==> config.mk <==
export PLATFORM = sky130hd
export DESIGN_NAME = fibonacci_matrix_power
export DESIGN_NICKNAME = d
export VERILOG_FILES = /design/src/design/fmp_pkg.sv /design/src/design/fmp_mul.sv /design/src/design/fibonacci_matrix_power.sv
export VERILOG_INCLUDE_DIRS = /design/src /design/src/design
export SDC_FILE = /design/constraint.sdc
export NUM_CORES = 2
export LEC_CHECK = 0
export BUFFER_PORTS_ARGS = -buffer_cell sky130_fd_sc_hd__buf_2
export CAP_MARGIN = 20
export CORE_MARGIN = 4
export CORE_UTILIZATION = 65
export DETAILED_ROUTE_END_ITERATION = 10
export PLACE_DENSITY = 0.89
export SLEW_MARGIN = 0
export SYNTH_ARGS = -nofsm -noshare
export SYNTH_HDL_FRONTEND = slang
export SYNTH_SLANG_ARGS = --single-unit
==> constraint.sdc <==
create_clock -name clk -period 12.1 [get_ports clk]
set_input_delay 0.605 -clock clk [delete_from_list [all_inputs] [get_ports clk]]
set_output_delay 0.605 -clock clk [all_outputs]
set_load 0.01 [all_outputs]
==> src/design/fibonacci_matrix_power_assert.svh <==
`ifndef FIBONACCI_MATRIX_POWER_ASSERT_SVH
`define FIBONACCI_MATRIX_POWER_ASSERT_SVH

// Same-cycle implication, checked outside reset.
`define FMP_ASSERT_NOW(name, clk, rst_n, ante, cons, msg) \
    name: assert property (@(posedge clk) disable iff (!rst_n) (ante) |-> (cons)) \
        else $error(msg);

// Next-cycle implication, checked outside reset.
`define FMP_ASSERT_NEXT(name, clk, rst_n, ante, cons, msg) \
    name: assert property (@(posedge clk) disable iff (!rst_n) (ante) |=> (cons)) \
        else $error(msg);

`endif

==> src/design/fmp_pkg.sv <==
package fmp_pkg;

    localparam int INDEX_BITS   = 31;
    localparam int VALUE_BITS   = 32;
    localparam int SLICE_BITS   = 32;
    localparam int BIT_CNT_BITS = $clog2(INDEX_BITS);

    typedef enum logic [1:0] {
        PROD_AA,
        PROD_BB,
        PROD_CROSS
    } prod_sel_t;

    typedef struct packed {
        logic      valid;
        prod_sel_t sel;
    } mul_tag_t;

endpackage

==> src/design/fmp_mul.sv <==
module fmp_mul
    import fmp_pkg::*;
#(
    parameter int RESULT_BITS = 32,
    parameter int SLICES      = 1,
    parameter int SW          = 1
) (
    input  logic                   clk,
    input  logic                   rst_n,
    input  mul_tag_t               issue_tag,
    input  logic [RESULT_BITS-1:0] x,
    input  logic [RESULT_BITS-1:0] y,
    input  logic [SW-1:0]          x_slice,
    input  logic [SW-1:0]          y_slice,
    output mul_tag_t               land_tag,
    output logic [RESULT_BITS-1:0] prod
);

    localparam int W  = SLICES * SLICE_BITS;
    localparam int PW = W + 2 * SLICE_BITS;

    logic [W-1:0]              x_pad;
    logic [W-1:0]              y_pad;
    logic [SLICE_BITS-1:0]     x_part;
    logic [SLICE_BITS-1:0]     y_part;
    logic [2*SLICE_BITS-1:0]   partial;
    logic [SW:0]               pos;
    logic [PW-1:0]             placed;
    mul_tag_t                  tag_reg;
    logic [RESULT_BITS-1:0]    prod_reg;

    assign x_pad   = W'(x);
    assign y_pad   = W'(y);
    assign x_part  = x_pad[x_slice*SLICE_BITS +: SLICE_BITS];
    assign y_part  = y_pad[y_slice*SLICE_BITS +: SLICE_BITS];
    assign partial = x_part * y_part;
    assign pos     = {1'b0, x_slice} + {1'b0, y_slice};
    assign placed  = PW'(partial) << (pos * SLICE_BITS);

    always_ff @(posedge clk or negedge rst_n)
    begin
        if (!rst_n)
        begin
            tag_reg  <= '0;
            prod_reg <= '0;
        end
        else
        begin
            tag_reg  <= issue_tag;
            prod_reg <= placed[RESULT_BITS-1:0];
        end
    end

    assign land_tag = tag_reg;
    assign prod     = prod_reg;

endmodule

==> src/design/fibonacci_matrix_power.sv <==
// Returns the Fibonacci number at the requested index, modulo 2^RESULT_BITS and shown in a
// 32-bit field. The power of [[1,1],[1,0]] is held as its two distinct entries and squared once
// for each of the 31 exponent bits on one shared 32x32 multiplier, three products per bit, with
// the odd-bit step done by addition. With S = ceil(RESULT_BITS/32) and P = S*(S+1)/2 partial
// products per multiplication, each exponent bit issues 3*P partial products, then closes in
// the finish state; a request is accepted in idle and its result held in done until taken. An
// index of zero goes from idle straight to done. One request is in work at a time.
`include "fibonacci_matrix_power_assert.svh"

module fibonacci_matrix_power
    import fmp_pkg::*;
#(
    parameter int RESULT_BITS = 32
) (
    input  logic                   clk,
    input  logic                   rst_n,
    input  logic                   in_valid,
    output logic                   in_ready,
    input  logic [INDEX_BITS-1:0]  index,
    output logic                   out_valid,
    input  logic                   out_ready,
    output logic [VALUE_BITS-1:0]  fib_value
);

    localparam int SLICES = (RESULT_BITS + SLICE_BITS - 1) / SLICE_BITS;
    localparam int SW     = (SLICES > 1) ? $clog2(SLICES) : 1;
    localparam int CW     = (RESULT_BITS > VALUE_BITS) ? RESULT_BITS : VALUE_BITS;

    typedef enum logic [1:0] {
        ST_IDLE,
        ST_RUN,
        ST_FINISH,
        ST_DONE
    } state_t;

    state_t                   state_reg, state_next;
    logic [RESULT_BITS-1:0]   a_reg, a_next;
    logic [RESULT_BITS-1:0]   b_reg, b_next;
    logic [RESULT_BITS-1:0]   m_reg, m_next;
    logic [RESULT_BITS-1:0]   sum_reg, sum_next;
    logic [RESULT_BITS-1:0]   cross_reg, cross_next;
    logic [INDEX_BITS-1:0]    e_reg, e_next;
    logic [BIT_CNT_BITS-1:0]  bit_reg, bit_next;
    prod_sel_t                sel_reg, sel_next;
    logic [SW-1:0]            i_reg, i_next;
    logic [SW-1:0]            j_reg, j_next;

    mul_tag_t                 issue_tag;
    mul_tag_t                 land_tag;
    logic [RESULT_BITS-1:0]   x_op;
    logic [RESULT_BITS-1:0]   y_op;
    logic [RESULT_BITS-1:0]   prod;
    logic [RESULT_BITS-1:0]   cross_fin;
    logic [CW-1:0]            a_wide;

    fmp_mul #(
        .RESULT_BITS (RESULT_BITS),
        .SLICES      (SLICES),
        .SW          (SW)
    ) u_mul (
        .clk       (clk),
        .rst_n     (rst_n),
        .issue_tag (issue_tag),
        .x         (x_op),
        .y         (y_op),
        .x_slice   (i_reg),
        .y_slice   (j_reg),
        .land_tag  (land_tag),
        .prod      (prod)
    );

    // The running power is [[a,b],[b,a-b]]; its square needs a*a, b*b and b*(2a-b).
    always_comb
    begin
        x_op = a_reg;
        y_op = a_reg;
        case (sel_reg)
            PROD_AA:
            begin
                x_op = a_reg;
                y_op = a_reg;
            end
            PROD_BB:
            begin
                x_op = b_reg;
                y_op = b_reg;
            end
            PROD_CROSS:
            begin
                x_op = b_reg;
                y_op = m_reg;
            end
            default:
            begin
                x_op = a_reg;
                y_op = a_reg;
            end
        endcase
    end

    assign cross_fin = cross_reg + prod;

    always_comb
    begin
        state_next      = state_reg;
        a_next          = a_reg;
        b_next          = b_reg;
        m_next          = (a_reg << 1) - b_reg;
        sum_next        = sum_reg;
        cross_next      = cross_reg;
        e_next          = e_reg;
        bit_next        = bit_reg;
        sel_next        = sel_reg;
        i_next          = i_reg;
        j_next          = j_reg;
        issue_tag       = '0;
        issue_tag.sel   = sel_reg;

        if (land_tag.valid && state_reg == ST_RUN)
        begin
            if (land_tag.sel == PROD_CROSS)
            begin
                cross_next = cross_reg + prod;
            end
            else
            begin
                sum_next = sum_reg + prod;
            end
        end

        unique case (state_reg)
            ST_IDLE:
            begin
                if (in_valid)
                begin
                    a_next     = RESULT_BITS'(1);
                    b_next     = '0;
                    sum_next   = '0;
                    cross_next = '0;
                    e_next     = index - INDEX_BITS'(1);
                    bit_next   = BIT_CNT_BITS'(INDEX_BITS - 1);
                    sel_next   = PROD_AA;
                    i_next     = '0;
                    j_next     = '0;
                    if (index == '0)
                    begin
                        a_next     = '0;
                        state_next = ST_DONE;
                    end
                    else
                    begin
                        state_next = ST_RUN;
                    end
                end
            end
            ST_RUN:
            begin
                issue_tag.valid = 1'b1;
                if (i_reg == SW'(SLICES - 1))
                begin
                    i_next = '0;
                    j_next = '0;
                    unique case (sel_reg)
                        PROD_AA:    sel_next   = PROD_BB;
                        PROD_BB:    sel_next   = PROD_CROSS;
                        PROD_CROSS: state_next = ST_FINISH;
                        default:    state_next = ST_FINISH;
                    endcase
                end
                else if (j_reg == SW'(SLICES - 1) - i_reg)
                begin
                    i_next = SW'(i_reg + 1'b1);
                    j_next = '0;
                end
                else
                begin
                    j_next = SW'(j_reg + 1'b1);
                end
            end
            ST_FINISH:
            begin
                if (e_reg[INDEX_BITS-1])
                begin
                    a_next = sum_reg + cross_fin;
                    b_next = sum_reg;
                end
                else
                begin
                    a_next = sum_reg;
                    b_next = cross_fin;
                end
                sum_next   = '0;
                cross_next = '0;
                sel_next   = PROD_AA;
                e_next     = e_reg << 1;
                if (bit_reg == '0)
                begin
                    state_next = ST_DONE;
                end
                else
                begin
                    bit_next   = bit_reg - BIT_CNT_BITS'(1);
                    state_next = ST_RUN;
                end
            end
            ST_DONE:
            begin
                if (out_ready)
                begin
                    state_next = ST_IDLE;
                end
            end
            default:
            begin
                state_next = ST_IDLE;
            end
        endcase
    end

    always_ff @(posedge clk or negedge rst_n)
    begin
        if (!rst_n)
        begin
            state_reg <= ST_IDLE;
            a_reg     <= '0;
            b_reg     <= '0;
            m_reg     <= '0;
            sum_reg   <= '0;
            cross_reg <= '0;
            e_reg     <= '0;
            bit_reg   <= '0;
            sel_reg   <= PROD_AA;
            i_reg     <= '0;
            j_reg     <= '0;
        end
        else
        begin
            state_reg <= state_next;
            a_reg     <= a_next;
            b_reg     <= b_next;
            m_reg     <= m_next;
            sum_reg   <= sum_next;
            cross_reg <= cross_next;
            e_reg     <= e_next;
            bit_reg   <= bit_next;
            sel_reg   <= sel_next;
            i_reg     <= i_next;
            j_reg     <= j_next;
        end
    end

    assign a_wide    = CW'(a_reg);
    assign fib_value = a_wide[VALUE_BITS-1:0];
    assign in_ready  = (state_reg == ST_IDLE);
    assign out_valid = (state_reg == ST_DONE);

    `FMP_ASSERT_NOW(a_no_overlap, clk, rst_n, out_valid, !in_ready,
        "a result is shown while a new request is taken")
    `FMP_ASSERT_NEXT(a_busy_after_accept, clk, rst_n, in_valid && in_ready, !in_ready,
        "the block is still ready after taking a request")
    `FMP_ASSERT_NOW(a_land_in_work, clk, rst_n, land_tag.valid,
        state_reg == ST_RUN || state_reg == ST_FINISH,
        "a product lands outside the working states")
    `FMP_ASSERT_NOW(a_finish_has_cross, clk, rst_n, state_reg == ST_FINISH,
        land_tag.valid && land_tag.sel == PROD_CROSS,
        "the step closes without its last cross product")

endmodule

# ---- Yosys cells after proc, flatten, opt, wreduce, memory -nomap -nowiden
# Index checks and enable logic that the tools add are counted.
dict set report totals {
  register_bits 237
  in_bits 35
  wordCells 97
}
dict set report classes {
  addsub 10
  mul 1
  n_eq_ne 13
  shifts 3
  mux 41
  reduce_logical 15
}
# cell n
set op_table {}
lappend op_table {{$mux W32} 11}
lappend op_table {{$pmux W32 S2} 5}
lappend op_table {{$add A32 B32 Y32} 3}
lappend op_table {{$mul A32 B32 Y64} 1}
lappend op_table {{$shiftx A32 B7 Y32} 2}
lappend op_table {{$shl A64 B7 Y32} 1}
lappend op_table {{$pmux W31 S2} 1}
lappend op_table {{$sub A32 B32 Y32} 1}
lappend op_table {{$logic_not A31 Y1} 1}
lappend op_table {{$mux W31} 1}
lappend op_table {{$sub A31 B1 Y31 const B} 1}
lappend op_table {{$mux W2} 8}
lappend op_table {{$mux W5} 2}
lappend op_table {{$pmux W5 S2} 1}
lappend op_table {{$eq A2 B2 Y1 const B} 4}
lappend op_table {{$ne A2 B2 Y1 const B} 4}
lappend op_table {{$pmux W2 S4} 1}
lappend op_table {{$reduce_and A4 Y1} 2}
lappend op_table {{$mux W1} 7}
lappend op_table {{$pmux W2 S3} 1}
lappend op_table {{$logic_not A5 Y1} 1}
lappend op_table {{$sub A5 B1 Y5 const B} 1}
lappend op_table {{$eq A2 B1 Y1 const B} 2}
lappend op_table {{$logic_not A2 Y1} 2}
lappend op_table {{other kinds (14)} 19}

# ---- Depth between registers and ports, before layout
dict set report depth {
  word_depth 6
  depth_mapped 37
  mapped_depth_nobuf 32
}

# ---- Cells and area by module
# Synthesis repeated with hierarchy kept, for this count alone.
dict set report hier_totals {
  cells_unflattened 3740
  area_unflattened_um2 32334.8
}
# mod instances cells_per_inst area_each_um2 seq_area_each_um2
set modules_own_cells {}
lappend modules_own_cells {fmp_mul 1 1928 16729.8 875.8}
lappend modules_own_cells {fibonacci_matrix_power 1 1812 15605.0 5029.8}

# ---- Least setup slack after synthesis
# No wires, ideal clock.
dict set report synth_timing {
  path_kind {register to register}
  startpoint {register sel_reg[0]}
  endpoint {register u_mul.prod_reg[30] (netlist: u_mul.prod[30])}
  setup_time_ps 132
  arrival_ps 8314
  required_time_ps 11968
  setup_slack_ps 3654
  path_stages_with_launch 37
  n_path_buf 7
  period_less_slack_ps 8446
  path_cell_list {dfrtp_1 inv_1 ha_1 buf_4 buf_6 buf_4 clkbuf_1 clkbuf_1 a21o_1 clkbuf_1 clkbuf_1 nor2_1 fa_1 inv_1 fa_1 fa_1 fa_1 inv_1 fa_1 inv_1 fa_1 inv_1 fa_1 fa_1 ha_1 inv_1 o21bai_1 a21oi_1 o211ai_1 a21oi_1 a21oi_1 a41oi_1 a211o_1 a21oi_1 nor2_1 xor2_1 nor2_1}
}
dict set report synth_via {
  elab_chain_cells 6
  elab_cells_between_ends 9
  classes_between {mul (1); eq/ne (2); shift (3); mux (2); reduce/logical (1)}
}
# item line
set synth_lines {}
lappend synth_lines {{from (decl)} fibonacci_matrix_power.sv:44} ;# prod_sel_t sel_reg, sel_next;
lappend synth_lines {{from (signal assigned)} fibonacci_matrix_power.sv:246} ;# sel_reg <= sel_next;
lappend synth_lines {{$eq A2 B1 Y1 / $eq A2 B2 Y1 (equally long branches)} fibonacci_matrix_power.sv:77} ;# case (sel_reg)
lappend synth_lines {{$reduce_or A2 Y1 (no source line)} n/a}
lappend synth_lines {{$mux W32} fibonacci_matrix_power.sv:77}
lappend synth_lines {{$shiftx A32 B7 Y32} fmp_mul.sv:34} ;# assign x_part = x_pad[x_slice*SLICE_BITS +: SLICE_BITS];
lappend synth_lines {{$mul A32 B32 Y64 (*)} fmp_mul.sv:36} ;# assign partial = x_part * y_part;
lappend synth_lines {{$shl A64 B7 Y32 (*)} fmp_mul.sv:38} ;# assign placed = PW'(partial) << (pos * SLICE_BITS);
lappend synth_lines {{via u_mul.placed[30]} fmp_mul.sv:28} ;# logic [PW-1:0] placed;
lappend synth_lines {{to (signal assigned)} fmp_mul.sv:50} ;# prod_reg <= placed[RESULT_BITS-1:0];
lappend synth_lines {{to (decl)} fmp_mul.sv:30} ;# logic [RESULT_BITS-1:0] prod_reg;
# Mark *: on every way through the listed nets, which the timed path passes. The rest lies on a longest branch.
# A chain may end at the register's enable or synchronous reset.

# ---- Worst setup path after layout
dict set report layout_timing {
  startpoint {register sel_reg[1]}
  endpoint {register u_mul.prod_reg[29] (netlist: u_mul.prod[29])}
}
# The elaborated chain is that of the path after synthesis.

==> qor.yml <==
status: "finished with violations"
violations: "design-rule violations"
detail-route-antenna-nets: 0
timing.rr.end: "u_mul.prod[29]"
tns_ns: 0
synth_cell_types: 84
setup_viol: 0
cts.path.max_buffers: 3
die_y_um: 229
clkSinkCount: 236
reg2reg_slack_ns: 2.34
nets: 4339
initial_core_util_pct: 66.1
final_cells: 4272
cp_common_cell: "fa_1"
dp_cells: 4229
cts_resized: 0
synth.avg_cell_area_sq_um: 8.67
hold_viol: 0
final_cell_mix: "inv_1, nor2_1, nand2_1, fa_1, ha_1"
yosysSeqAreaShare_pct: 18.6
ir_worst_vdd_v: 0.000191
clk_latency_ns: 0.54
maxCapViolCount: 0
required_ns: 12.50
std_cell_rows: 80
r2r_cells: 30
initialDrtViolationCount: 2733
cts_hold_buffers: 0
cp_top_family: "adder cells"
port_buffers: 68
worstSetupEndpointType: "flip-flop"
final_common_cell: "inv_1"
powerDensity_nw_per_um2: 47.3
antenna_found_initial: 2
power_mw: 1.58
relSlewSlack_pct: 15.0
fillCellCount: 3670
htree_num_levels: 1
area_growth_pct: 5.04
post_cts_buffers: 0
yosysTopAreaCell: "fa_1"
post_drt_via_cell_ratio: 6.28
grt_first_pass_wirelength_um: 149000
drc: 1
core-area_sq_um: 48000
path_buf_inv: 6
crit_type: "flip-flop to flip-flop"
dr.pass1.iters: 9
synth_edf_count: 0
critPathMaxFanout: 67
totalWireLength_um: 94200
num_vias: 26820
wl_per_cell_um: 22.0
period_share_pct: 80.6
final_core_utilization_pct: 69.4
r2r-start: "sel_reg[1]"
slowest_stage: "ha_4"
clock-root-buffer: "clkbuf_16"
num_io_pins: 69
synthesis.area_sq_um: 31700
grt_pass1_vias: 27353
synthArstFlopShare_pct: 100
rsz0062_at_grt: "false"
gr-total-overflow: 0
dieWidth_um: 229
cts_made_buffers: 23
synth_seq_cells: 236
yosysWarnings: 0
slowest_delay_ns: 0.82
dominantRegCellSynth: "dfrtp_1"
arrival_ns: 10.16
place_congestion: 1.03
dieArea_sq_um: 52400
hold_path_class: "primary input to asynchronous set/reset pin"
fin_hold_ws_ns: 0.0991
path_clk_slew_ns: 0.07
cts_tree: "done"
fin_worst_skew_ns: 0.0118
timing.final.crit_period_ns: 9.76
drive_above_1_share_pct: 5.44
p_leak_nw: 17.2
dp_hpwl_um: 72500
netlist_instances: 3662
synth_top_area_share_pct: 26.0
diodes: 0
grt_max_degree: 105
yosys-top-cells-area: "fa_1, dfrtp_1, ha_1"
syn-num-nets: 4361
max_freq_mhz: 102
setup.worst_path.start_class: "flip-flop"
drv_slew: 0
grt_use_total_pct: 35.8
tightestPinTransition_ns: 1.27
==> synth_stat cells, types with 11 or more instances <==
library cell,n
and3_1,13
o21a_1,20
xor2_1,56
nand2_1,424
o21bai_1,22
xnor2_1,159
clkbuf_1,115
nor4_1,12
mux2i_1,73
a21o_1,81
dfrtp_1,236
buf_2,11
buf_1,14
nand3_1,37
a21oi_1,196
nor2b_1,25
o22ai_1,34
nor2_1,448
or2_2,14
ha_1,252
a211oi_1,17
nand2b_1,52
and2_1,14
o21ai_0,116
a21oi_2,11
a22oi_1,68
fa_1,412
o21ai_1,15
nor3_1,50
inv_1,509
==> kinds of logic after synthesis <==
logic type      share of synthesized area, %
buf+inv                                 8.06
simple gates                            15.2
xor+xnor                                5.93
compound gates                          13.9
flops                                   18.6
fa+ha+maj                               35.9
mux                                     2.34
==> where the power goes <==
group | switching, mW | internal (mW)
registers | 0 | 0.789
clock network | 0.321 | 0.432
logic | 0.0249 | 0.00912
==> through the flow <==
| step | area [sq um] | setup WS [ns] |
|---|---|---|
| after floorplan | 31700 | 3.65 |
| after global placement | 32500 | 2.46 |
| after detailed placement | 32600 | 2.63 |
| after CTS | 33300 | 2.57 |
| after global routing | 33300 | 2.08 |
| final | 33300 | 2.34 |
==> per-layer routing <==
metal | vias up | global-route usage, % | wire length [um] | share of wire [%]
met5 | - | 0 | 13 | 0.014
met4 | 2 | 17.6 | 5670 | 6.0
met3 | 381 | 8.80 | 10800 | 12
met2 | 1551 | 56.0 | 42400 | 45
met1 | 13067 | 47.0 | 35300 | 37
li1 | 11819 | - | - | -
==> layout make-up <==
class                           count  area (sq um)  area share [%]
Clock buffer                       36           684            2.05
Clock inverter                      6          91.3           0.274
Inverter                          512          1920            5.76
Multi-Input combinational cell   2763         23300            70.0
Sequential cell                   236          5910            17.7
Tap cell                          615           769            2.31
Timing Repair Buffer              104           637            1.91
==> worst max path at each step <==
stage                from              to  slack, ns  cells past startpoint
6_report       sel_reg[1]  u_mul.prod[29]       2.34                     30
5_1_grt        sel_reg[1]  u_mul.prod[29]       2.08                     30
4_1_cts        sel_reg[1]  u_mul.prod[29]       2.57                     27
3_5_place_dp   sel_reg[1]  u_mul.prod[29]       2.63                     30
3_3_place_gp   sel_reg[0]  u_mul.prod[29]       2.46                     29
2_1_floorplan  sel_reg[0]  u_mul.prod[30]       3.65                     36
(Power assumes the default switching activity.)
